## config.mk

```make
export PLATFORM = sky130hd
export DESIGN_NAME = gf_arithmetic_unit_core
export DESIGN_NICKNAME = d
export VERILOG_FILES = /design/src/hdl/gfau_pkg.sv /design/src/hdl/gfau_mul.sv /design/src/hdl/gf_arithmetic_unit_core.sv
export SDC_FILE = /design/constraint.sdc
export NUM_CORES = 1
export LEC_CHECK = 0
export BUFFER_PORTS_ARGS = -buffer_cell sky130_fd_sc_hd__buf_2
export CORE_UTILIZATION = 50
export CTS_CLUSTER_DIAMETER = 60
export DETAILED_ROUTE_END_ITERATION = 10
export MAX_ROUTING_LAYER = met4
export PLACE_DENSITY = 0.68
export RECOVER_POWER = 50
export SLEW_MARGIN = 20
export SYNTH_ARGS = -nofsm -noshare
export SYNTH_HDL_FRONTEND = slang
export SYNTH_SLANG_ARGS = --single-unit
export TNS_END_PERCENT = 50
```

## constraint.sdc

```tcl
create_clock -name clk -period 2.5 [get_ports clk]
set_input_delay 0 -clock clk [delete_from_list [all_inputs] [get_ports clk]]
set_output_delay 0 -clock clk [all_outputs]
set_load 0.02 [all_outputs]
```

## src/hdl/gfau_pkg.sv

```systemverilog
`default_nettype none
package gfau_pkg;

  localparam int FIELD_BITS = 8;
  localparam int FIELD_M = (FIELD_BITS < 1) ? 1 : ((FIELD_BITS > 8) ? 8 : FIELD_BITS);
  localparam int GROUP_ORDER = (1 << FIELD_M) - 1;

  localparam logic [7:0] FIELD_MASK = 8'(GROUP_ORDER);
  localparam logic [7:0] ALL_ONES = 8'hFF;

  typedef logic [8:0] poly_list_t [9];
  localparam poly_list_t PRIM_POLY_LIST = '{
    9'o003, 9'o003, 9'o007, 9'o013, 9'o023, 9'o045, 9'o103, 9'o211, 9'o435
  };
  localparam logic [8:0] PRIM_POLY = PRIM_POLY_LIST[FIELD_M];

  typedef enum logic [1:0] {
    FUNC_ADD = 2'd0,
    FUNC_MUL = 2'd1,
    FUNC_DIV = 2'd2,
    FUNC_MAC = 2'd3
  } func_t;

  typedef logic [7:0] byte_table_t [256];

  // multiply by x and reduce
  function automatic logic [7:0] mul_x(input logic [7:0] v);
    logic [8:0] r;
    r = {v, 1'b0};
    if (r[FIELD_M]) begin
      r = r ^ PRIM_POLY;
    end
    return r[7:0] & FIELD_MASK;
  endfunction

  function automatic byte_table_t build_inv_table();
    byte_table_t alog;
    byte_table_t inv;
    logic [7:0] x;
    int j;
    for (int i = 0; i < 256; i++) begin
      alog[i] = 8'd0;
      inv[i] = 8'd0;
    end
    x = 8'd1;
    for (int i = 0; i < GROUP_ORDER; i++) begin
      alog[i] = x;
      x = mul_x(x);
    end
    for (int i = 0; i < GROUP_ORDER; i++) begin
      j = (i == 0) ? 0 : GROUP_ORDER - i;
      inv[alog[i]] = alog[j];
    end
    return inv;
  endfunction

  localparam byte_table_t INV_TABLE = build_inv_table();

endpackage
`default_nettype wire

```

## src/hdl/gfau_mul.sv

```systemverilog
`default_nettype none
module gfau_mul (
  input  wire logic [7:0] a,
  input  wire logic [7:0] b,
  output logic      [7:0] product
);

  always_comb begin
    logic [8:0] r;
    r = 9'd0;
    for (int i = 7; i >= 0; i--) begin
      if (i < gfau_pkg::FIELD_M) begin
        r = {r[7:0], 1'b0};
        if (r[gfau_pkg::FIELD_M]) begin
          r = r ^ gfau_pkg::PRIM_POLY;
        end
        if (b[i]) begin
          r = r ^ {1'b0, a};
        end
      end
    end
    product = r[7:0] & gfau_pkg::FIELD_MASK;
  end

endmodule
`default_nettype wire

```

## src/hdl/gf_arithmetic_unit_core.sv

```systemverilog
`default_nettype none
// GF(2^m) arithmetic unit (add, multiply, divide, multiply-accumulate), m = 8 with
// polynomial 0435. One beat is taken on every cycle that start is high; busy is
// always low. Each beat's result passes through the s1, s2 and output registers,
// marked by done for one cycle, in order; the receiver cannot stall. The
// three stages are: divisor inverse from a 256-entry constant table, the field
// multiplier, then the final add and special-case selection. Division by zero
// returns 0xFF with divide_error set; region_last is carried to region_end.
module gf_arithmetic_unit_core (
  input  wire logic       clk,
  input  wire logic       rst,
  input  wire logic       start,
  output logic            busy,
  input  wire logic [1:0] func,
  input  wire logic [7:0] operand_a,
  input  wire logic [7:0] operand_b,
  input  wire logic [7:0] accumulator,
  input  wire logic       region_last,
  output logic            done,
  output logic      [7:0] result,
  output logic            divide_error,
  output logic            region_end
);

  logic                  s1_valid;
  gfau_pkg::func_t       s1_func;
  logic [7:0]            s1_a;
  logic [7:0]            s1_b;
  logic [7:0]            s1_acc;
  logic [7:0]            s1_inv;
  logic                  s1_last;

  logic                  s2_valid;
  gfau_pkg::func_t       s2_func;
  logic [7:0]            s2_sum;
  logic [7:0]            s2_prod;
  logic [7:0]            s2_acc;
  logic                  s2_bzero;
  logic                  s2_last;

  logic [7:0]            mul_b;
  logic [7:0]            mul_out;
  logic [7:0]            result_next;
  logic                  error_next;

  assign busy = 1'b0;

  always_ff @(posedge clk) begin
    if (rst) begin
      s1_valid <= 1'b0;
      s2_valid <= 1'b0;
      done     <= 1'b0;
    end else begin
      s1_valid <= start && !busy;
      s2_valid <= s1_valid;
      done     <= s2_valid;
    end
  end

  always_ff @(posedge clk) begin
    s1_func <= gfau_pkg::func_t'(func);
    s1_a    <= operand_a & gfau_pkg::FIELD_MASK;
    s1_b    <= operand_b & gfau_pkg::FIELD_MASK;
    s1_acc  <= accumulator & gfau_pkg::FIELD_MASK;
    s1_inv  <= gfau_pkg::INV_TABLE[operand_b & gfau_pkg::FIELD_MASK];
    s1_last <= region_last;
  end

  assign mul_b = (s1_func == gfau_pkg::FUNC_DIV) ? s1_inv : s1_b;

  gfau_mul u_mul (
    .a       (s1_a),
    .b       (mul_b),
    .product (mul_out)
  );

  always_ff @(posedge clk) begin
    s2_func  <= s1_func;
    s2_sum   <= s1_a ^ s1_b;
    s2_prod  <= mul_out;
    s2_acc   <= s1_acc;
    s2_bzero <= (s1_b == 8'd0);
    s2_last  <= s1_last;
  end

  always_comb begin
    result_next = s2_sum;
    error_next  = 1'b0;
    case (s2_func)
      gfau_pkg::FUNC_ADD: result_next = s2_sum;
      gfau_pkg::FUNC_MUL: result_next = s2_prod;
      gfau_pkg::FUNC_DIV: begin
        if (s2_bzero) begin
          result_next = gfau_pkg::ALL_ONES;
          error_next  = 1'b1;
        end else begin
          result_next = s2_prod;
        end
      end
      gfau_pkg::FUNC_MAC: result_next = s2_acc ^ s2_prod;
      default:            result_next = s2_sum;
    endcase
  end

  always_ff @(posedge clk) begin
    result       <= result_next;
    divide_error <= error_next;
    region_end   <= s2_last;
  end

endmodule
`default_nettype wire
```

==> summary.txt, run 1 <==
Outcome
  • Status: complete, no violations

Finish
  • # diodes: 0
  • Fin util: between 60% and 70%
  • Multi-input gate area: approximately 4400 um^2
  • Share of cells above drive strength 1: between 15 and 20%
  • Final cell count without fillers: about 1100
  • FF/Latch Area: 1521 um^2
  • Synth-to-layout area growth: 18.38%
  • Final instance area: between 7000 and 8000 um^2
  • Most frequent cells in the layout: 152 x nand2_1, 76 x dfxtp_1, 75 x o21ai_0
  • Fillers: 1122
  • Nets: just under 1000
  • Most common cell after layout, fill and taps aside: nand2_1

Worst setup path
  • R2R depth: 9
  • Reg2reg setup slack: ~0.057 ns
  • CP startpoint kind: register
  • Crit-path cells: nor2b_4 > buf_4 > mux2_4 > nand2_1 > xnor3_1 > xnor2_1 > xnor2_1 > xor2_1 > xnor2_1
  • WP data required: roughly 2.8 ns
  • Crit end category: register
  • CP arrival: roughly 2.7 ns
  • Critical path's top delay family: XOR/XNOR gates
  • CP dominant cell by count: xnor2_1
  • Worst path bufs/invs: 1
  • Crit Reg-Reg Startpoint: s1_func[0]
  • Slowest-stage cell, CP: xnor3_1
  • Reg2reg end: s2_prod[4]
  • Slowest Stage Delay on Critical Path: about 0.40 ns
  • CP max FO: 9
  • CP Class: register to register

Clock tree
  • Root buffer cell: clkbuf_16
  • Clk Latency, worst-skew pair: 0.33 ns
  • Worst-path clk slew: ~0.060 ns
  • CTS tree: yes
  • Num CTS Buffers: 9
  • # H-tree levels: 3
  • Clk buf depth: 2
  • Clk sinks: 76

Drt
  • Post-route DRC: 0
  • Antenna Nets Post-Route: 0
  • Avg Vias per Cell: around 6.6
  • Routed Wire Length: between 20 and 25 mm
  • Drt first-iter violations: about 1100
  • DR pass1 iterations: 5
  • Vias: between 7000 and 8000
  • WL/cell: 22.71 um

Placement
  • Area after DPL: about 6800 um^2
  • GPL Wtd Cong: 1.069
  • I/O Buffers: 40
  • Post-detail-place hpwl: ~18 mm
  • Placed insts: 1054

Timing
  • Final setup TNS: 0 ns
  • Hold Fails Final Rpt: 0
  • Actual slew at the worst max-slew pin: around 0.99 ns
  • Final period demand of the worst path: roughly 2.4 ns
  • Pins over their slew limit: 0
  • Fmax: about 0.4 GHz
  • Crit share post-route: a little over nine tenths
  • Final setup viols: 0
  • RSZ-0062 raised after global routing: yes
  • Slew HR: 34.11%
  • Clk_skew: ~0.0048 ns

Global route
  • Number of global-route vias before repair: around 6700
  • Global-route wire length before repair: around 38 mm
  • Gr ovfl total: 0
  • Initial antenna violation count: 0
  • GRT Resource Usage Total: about two fifths
  • Largest net degree at the start of global routing: 96

Floorplan
  • Core ar.: around 12000 um^2
  • Die width: around 110 um
  • Die H: approximately 110 um
  • Initial Util: between 50% and 60%
  • Placement Rows: 40
  • IO Count: 42
  • Die area: roughly 13000 um^2

Logic synthesis
  • Seq cells post-synth: between 70 and 80
  • Leading register cell type out of synthesis: dfxtp_1
  • Ys async rst share: 0%
  • Mean post-synth cell area: approximately 7.2 um^2
  • Top cell type's share of synthesized area: 24.34%
  • Syn nets: about 920
  • EDFF count, synth: 0
  • Largest cells by area after synthesis: dfxtp_1 24%, nand2_1 9.1%, xnor2_1 7.8%
  • Area leader, netlist: dfxtp_1
  • Synth warnings: 0
  • Sequential cell area fraction in the yosys report: between 20% and 30%
  • Post-Synthesis Cells: a little under 900
  • Synth cell types: 63
  • Mapped Area: between 6000 and 7000 um^2

Power and ir drop
  • Leakage: ~3.0 nW
  • P_int: about 0.003 W
  • Psw: about 0.0017 W
  • Switching share of power: a little over a third
  • Combinational share of power: 40.1%
  • Pwr/cell area: 639.8 nW/um^2
  • Clk pwr share: 27.3%
  • Total power: about 0.0047 W
  • Worst VDD drop: about 0.38 mV
  • Flop pwr share: roughly 33%

Min path
  • Hold/Removal Path Class: input pin to register
  • Startpoint of the worst hold path: operand_b[3]
  • Worst hold path endpoint: s1_b[3]
  • Worst hold stages: 2

Job
  • Maxcap violations: 0
-- sequential cells by signal (all words and copies together) (netlist names), 8 cells and up --
signal,count
s2_prod,8
s2_sum,8
s1_a,8
s2_acc,8
s1_acc,8
result,8
s1_inv,8
s1_b,8
-- layer usage --
layer	track usage, %	part of all wire, %	vias to the layer above
li1	-	-	3213
met1	44.59	37	3399
met2	64.19	47	519
met3	5.101	8.6	134
met4	27.10	7.9	0
met5	-	0	-
-- power by group through the flow --
stage | clock network (W) | logic (W) | registers, W
after floorplan | 0 | 0.00125 | 0.00157
after global placement | 0 | 0.00175 | 0.00156
after detailed placement | 0 | 0.00177 | 0.00156
after CTS | 0.00131 | 0.00182 | 0.00154
after global routing | 0.00136 | 0.00201 | 0.00156
final | 0.00129 | 0.00190 | 0.00154
-- kinds of logic after synthesis --
logic type      share of synthesized area, %
fa+ha+maj                              3.003
simple gates                           21.44
flops                                  24.34
mux                                    4.344
compound gates                         27.77
buf+inv                                5.966
xor+xnor                               13.07
other cells                          0.06000
-- cell type report --
cell class              count  share of cell area [%]
repair buffers            122                   12.38
flip-flops and latches     76                   20.56
clock inverters             5                  0.8118
multi-input cells         700                   59.31
well taps                 168                   2.841
inverters                  16                  0.8118
clock buffers              11                   3.281
-- Yosys cell counts, types with 3 or more instances --
library cell / n
nand3_1: 17
a2111oi_0: 4
dfxtp_1: 76
xnor2_2: 4
mux2_2: 4
and2_1: 3
a311oi_1: 14
a31oi_1: 18
o21ai_0: 76
nor3_1: 38
o31ai_1: 3
nor4_1: 3
nor2b_1: 13
buf_1: 13
mux2i_1: 7
a21o_1: 3
nor3b_1: 4
o22ai_1: 16
nand2_1: 152
ha_1: 15
mux2_4: 5
nor2_1: 63
a221oi_1: 6
o311ai_0: 4
nand2b_1: 8
inv_1: 14
a22oi_1: 5
a21oi_1: 60
o211ai_1: 22
clkbuf_1: 61
mux4_2: 3
o221ai_1: 4
xnor2_1: 56
a211oi_1: 18
xor2_1: 20
-- how the worst max path moves through the flow --
stage                from          to  slack (ns)  cells past startpoint
6_report       s1_func[0]  s2_prod[4]        0.06                      9
5_1_grt        s1_func[1]  s2_prod[6]       -0.04                      9
3_3_place_gp   s1_func[1]  s2_prod[4]        0.11                      9
3_5_place_dp   s1_func[1]  s2_prod[2]        0.05                      9
2_1_floorplan  s1_func[1]  s2_prod[2]        0.21                     10
4_1_cts        s1_func[1]  s2_prod[4]        0.01                      9
-- stage by stage --
stage / worst slack [ns] / hold slack [ns]
finish: 0.05664 / 0.1136
global route: -0.04107 / 0.1151
CTS: 0.01030 / 0.04991
detailed placement: 0.04716 / 0.1036
global placement: 0.1110 / 0.1019
floorplan: 0.2103 / 0.02772
-- what timing repair did --
action | CTS | global route
resized for setup | 0 | 11
hold endpoints to repair | 24 | 0
setup buffers | 0 | 5
hold buffers | 23 | 0
setup endpoints to repair | 0 | 14
Power figures use the tool's default switching activity.
==> run 2, diff against run 1 <==
Settings changed: CELL_PAD_IN_SITES_DETAIL_PLACEMENT set to 1, CELL_PAD_IN_SITES_GLOBAL_PLACEMENT set to 1, CORE_UTILIZATION 50 to 45, PLACE_DENSITY 0.68 to not set, PLACE_DENSITY_LB_ADDON set to 0.1.
==> summary.txt, run 2 (same netlist as run 1, synthesis figures left out) <==
Clock tree
  • CTS tree: yes (unchanged)
  • # H-tree levels: 3 (unchanged)
  • Num CTS Buffers: 9 (unchanged)
  • Clk sinks: 76 (unchanged)
  • Clk Latency, worst-skew pair: 0.35 ns (was 0.33 ns)
  • Root buffer cell: clkbuf_16 (unchanged)
  • Clk buf depth: 2 (unchanged)
  • Worst-path clk slew: 0.07 ns (was 0.06 ns)

Timing
  • RSZ-0062 raised after global routing: yes (unchanged)
  • Final setup TNS: -0.2468 ns (was 0 ns)
  • Actual slew at the worst max-slew pin: 1.543 ns (was 0.9884 ns)
  • Hold Fails Final Rpt: 0 (unchanged)
  • Final setup viols: 4 (was 0)
  • Slew HR: -2.848% (was 34.11%)
  • Fmax: 0.3795 GHz (was 0.4093 GHz)
  • Final setup margin: -0.1353 ns (was 0.05664 ns)
  • Final period demand of the worst path: 2.635 ns (was 2.443 ns)
  • Pins over their slew limit: 28 (was 0)
  • Clk_skew: 0.01172 ns (was 0.004795 ns)
  • Crit share post-route: 105.4% (was 97.73%)

Drt
  • Max layer used: met4 (unchanged)
  • WL/cell: 26.82 um (was 22.71 um)
  • Drt first-iter violations: 797 (was 1095)
  • Antenna Nets Post-Route: 0 (unchanged)
  • DR pass1 iterations: 5 (unchanged)
  • Met3 WL: 2.106 mm (was 2.153 mm)
  • Routed Wire Length: 30.04 mm (was 24.93 mm)
  • Post-route DRC: 0 (unchanged)
  • Met2 WL post-DR: 14.61 mm (was 11.65 mm)
  • Vias: 7436 (was 7265)
  • Met1 Wirelength: 11.20 mm (was 9.167 mm)
  • Avg Vias per Cell: 6.639 (was 6.617)

Placement
  • I/O Buffers: 40 (unchanged)
  • Placed insts: 1068 (was 1054)
  • GPL Wtd Cong: 1.036 (was 1.069)
  • Area after DPL: 6835 um^2 (was 6805 um^2)
  • Post-detail-place hpwl: 20.29 mm (was 17.51 mm)

Power and ir drop
  • Psw: 0.001921 W (was 0.001700 W)
  • Switching share of power: 38.58% (was 35.91%)
  • Clk pwr share: 27.0% (was 27.3%)
  • Pwr/cell area: 663.6 nW/um^2 (was 639.8 nW/um^2)
  • Leakage: 3.047 nW (was 2.960 nW)
  • P_int: 0.003059 W (was 0.003034 W)
  • Worst VDD drop: 0.4084 mV (was 0.3794 mV)
  • Flop pwr share: 31.6% (was 32.6%)
  • Combinational share of power: 41.4% (was 40.1%)

Outcome
  • Status: finished with violations (was complete, no violations)
  • Failing checks: max-capacitance violations, max-slew violations, negative setup slack

Floorplan
  • Die area: 14360 um^2 (was 12950 um^2)
  • Core ar.: 13400 um^2 (was 12110 um^2)
  • Initial Util: 46.64% (was 51.60%)
  • IO Count: 42 (unchanged)
  • Die H: 119.9 um (was 113.8 um)
  • Placement Rows: 42 (was 40)
  • Die width: 119.9 um (was 113.8 um)

Global route
  • Number of global-route vias before repair: 7447 (was 6733)
  • Initial antenna violation count: 0 (unchanged)
  • Global-route wire length before repair: 43.71 mm (was 37.56 mm)
  • GRT Resource Usage Total: 41.35% (was 39.17%)
  • Largest net degree at the start of global routing: 104 (was 96)
  • Gr ovfl total: 0 (unchanged)

Job
  • Maxcap violations: 1 (was 0)

Worst setup path
  • CP arrival: 2.87 ns (was 2.70 ns)
  • CP startpoint kind: register (unchanged)
  • WP data required: 2.73 ns (was 2.75 ns)
  • CP max FO: 8 (was 9)
  • Crit end category: register (unchanged)
  • CP Class: register to register (unchanged)

Finish
  • Most common cell after layout, fill and taps aside: nand2_1 (unchanged)
  • Synth-to-layout area growth: 20.08% (was 18.38%)
  • Final cell count without fillers: 1120 (was 1098)
  • Final instance area: 7505 um^2 (was 7398 um^2)
  • Most frequent cells in the layout: 152 x nand2_1, 76 x o21ai_0, 75 x dfxtp_1 (was 152 x nand2_1, 76 x dfxtp_1, 75 x o21ai_0)
  • # diodes: 0 (unchanged)
  • Share of cells above drive strength 1: 16.63% (was 15.38%)
  • Nets: 984 (was 970)

Min path
  • Hold/Removal Path Class: input pin to register (unchanged)
run 2: what timing repair did:
action | CTS | global route
buffers inserted | 2 | 12
pin swaps | 0 | 11
setup endpoints to repair | 6 | 6
resized for setup | 1 | 9
hold buffers | 22 | 0
hold endpoints to repair | 23 | 0
run 2: layer usage:
metal  global-route usage, %  vias up
met2                   68.97      458
met1                   47.02     3599
met5                       -        -
met4                   27.11        0
met3                   4.563      146
li1                        -     3233
run 2: critical path: stages (launching register included):
cell and delay, ns:
dfxtp_2 0.34, nor2b_4 0.24, buf_4 0.15, mux2_4 0.31, buf_6 0.15, mux2_4 0.29, a22oi_2 0.19, xnor2_2 0.12
xnor2_2 0.30, buf_4 0.20, xnor2_2 0.13, xnor2_1 0.10
run 2: path summary, 6_finish.rpt:
kind | slack [ns] | start | cells past startpoint | end
worst min register to register | 0.33 | s1_acc[2] | 0 | s2_acc[2]
worst max-delay path | -0.14 | s1_func[1] | 11 | s2_prod[3]
worst max register to register | -0.14 | s1_func[1] | 11 | s2_prod[3]
worst min-delay path | 0.20 | operand_b[2] | 2 | s1_b[2]
run 2: area by class of cell:
type / count / area [um^2]
Clock buffer: 9 / 225.2
Clock inverter: 7 / 75.07
Fill cell: 1699 / 5896
Timing Repair Buffer: 136 / 999.7
Multi-Input combinational cell: 700 / 4402
Sequential cell: 76 / 1523
Inverter: 16 / 60.06
Tap cell: 176 / 220.2
run 2: metrics by stage:
| step | hold WS (ns) | worst slack, ns | total power, W | utilization (%) |
|---|---|---|---|---|
| 2_1_floorplan | 0.02772 | 0.2103 | 0.002820 | - |
| 3_3_place_gp | 0.1017 | 0.09813 | 0.003327 | 51.01 |
| 3_5_place_dp | 0.1044 | -0.03196 | 0.003404 | 51.01 |
| 4_1_cts | 0.02616 | 0.0005229 | 0.004772 | 55.03 |
| 5_1_grt | 0.1647 | -0.1815 | 0.005158 | 56.00 |
| 6_report | 0.1977 | -0.1353 | 0.004980 | 56.00 |
run 2: power by group through the flow:
| stage | Clock [W] | Sequential [W] | Combinational, W |
|---|---|---|---|
| floorplan | 0 | 0.00157 | 0.00125 |
| global placement | 0 | 0.00156 | 0.00177 |
| detailed placement | 0 | 0.00157 | 0.00183 |
| CTS | 0.00133 | 0.00156 | 0.00189 |
| global route | 0.00141 | 0.00158 | 0.00217 |
| finish | 0.00134 | 0.00157 | 0.00206 |
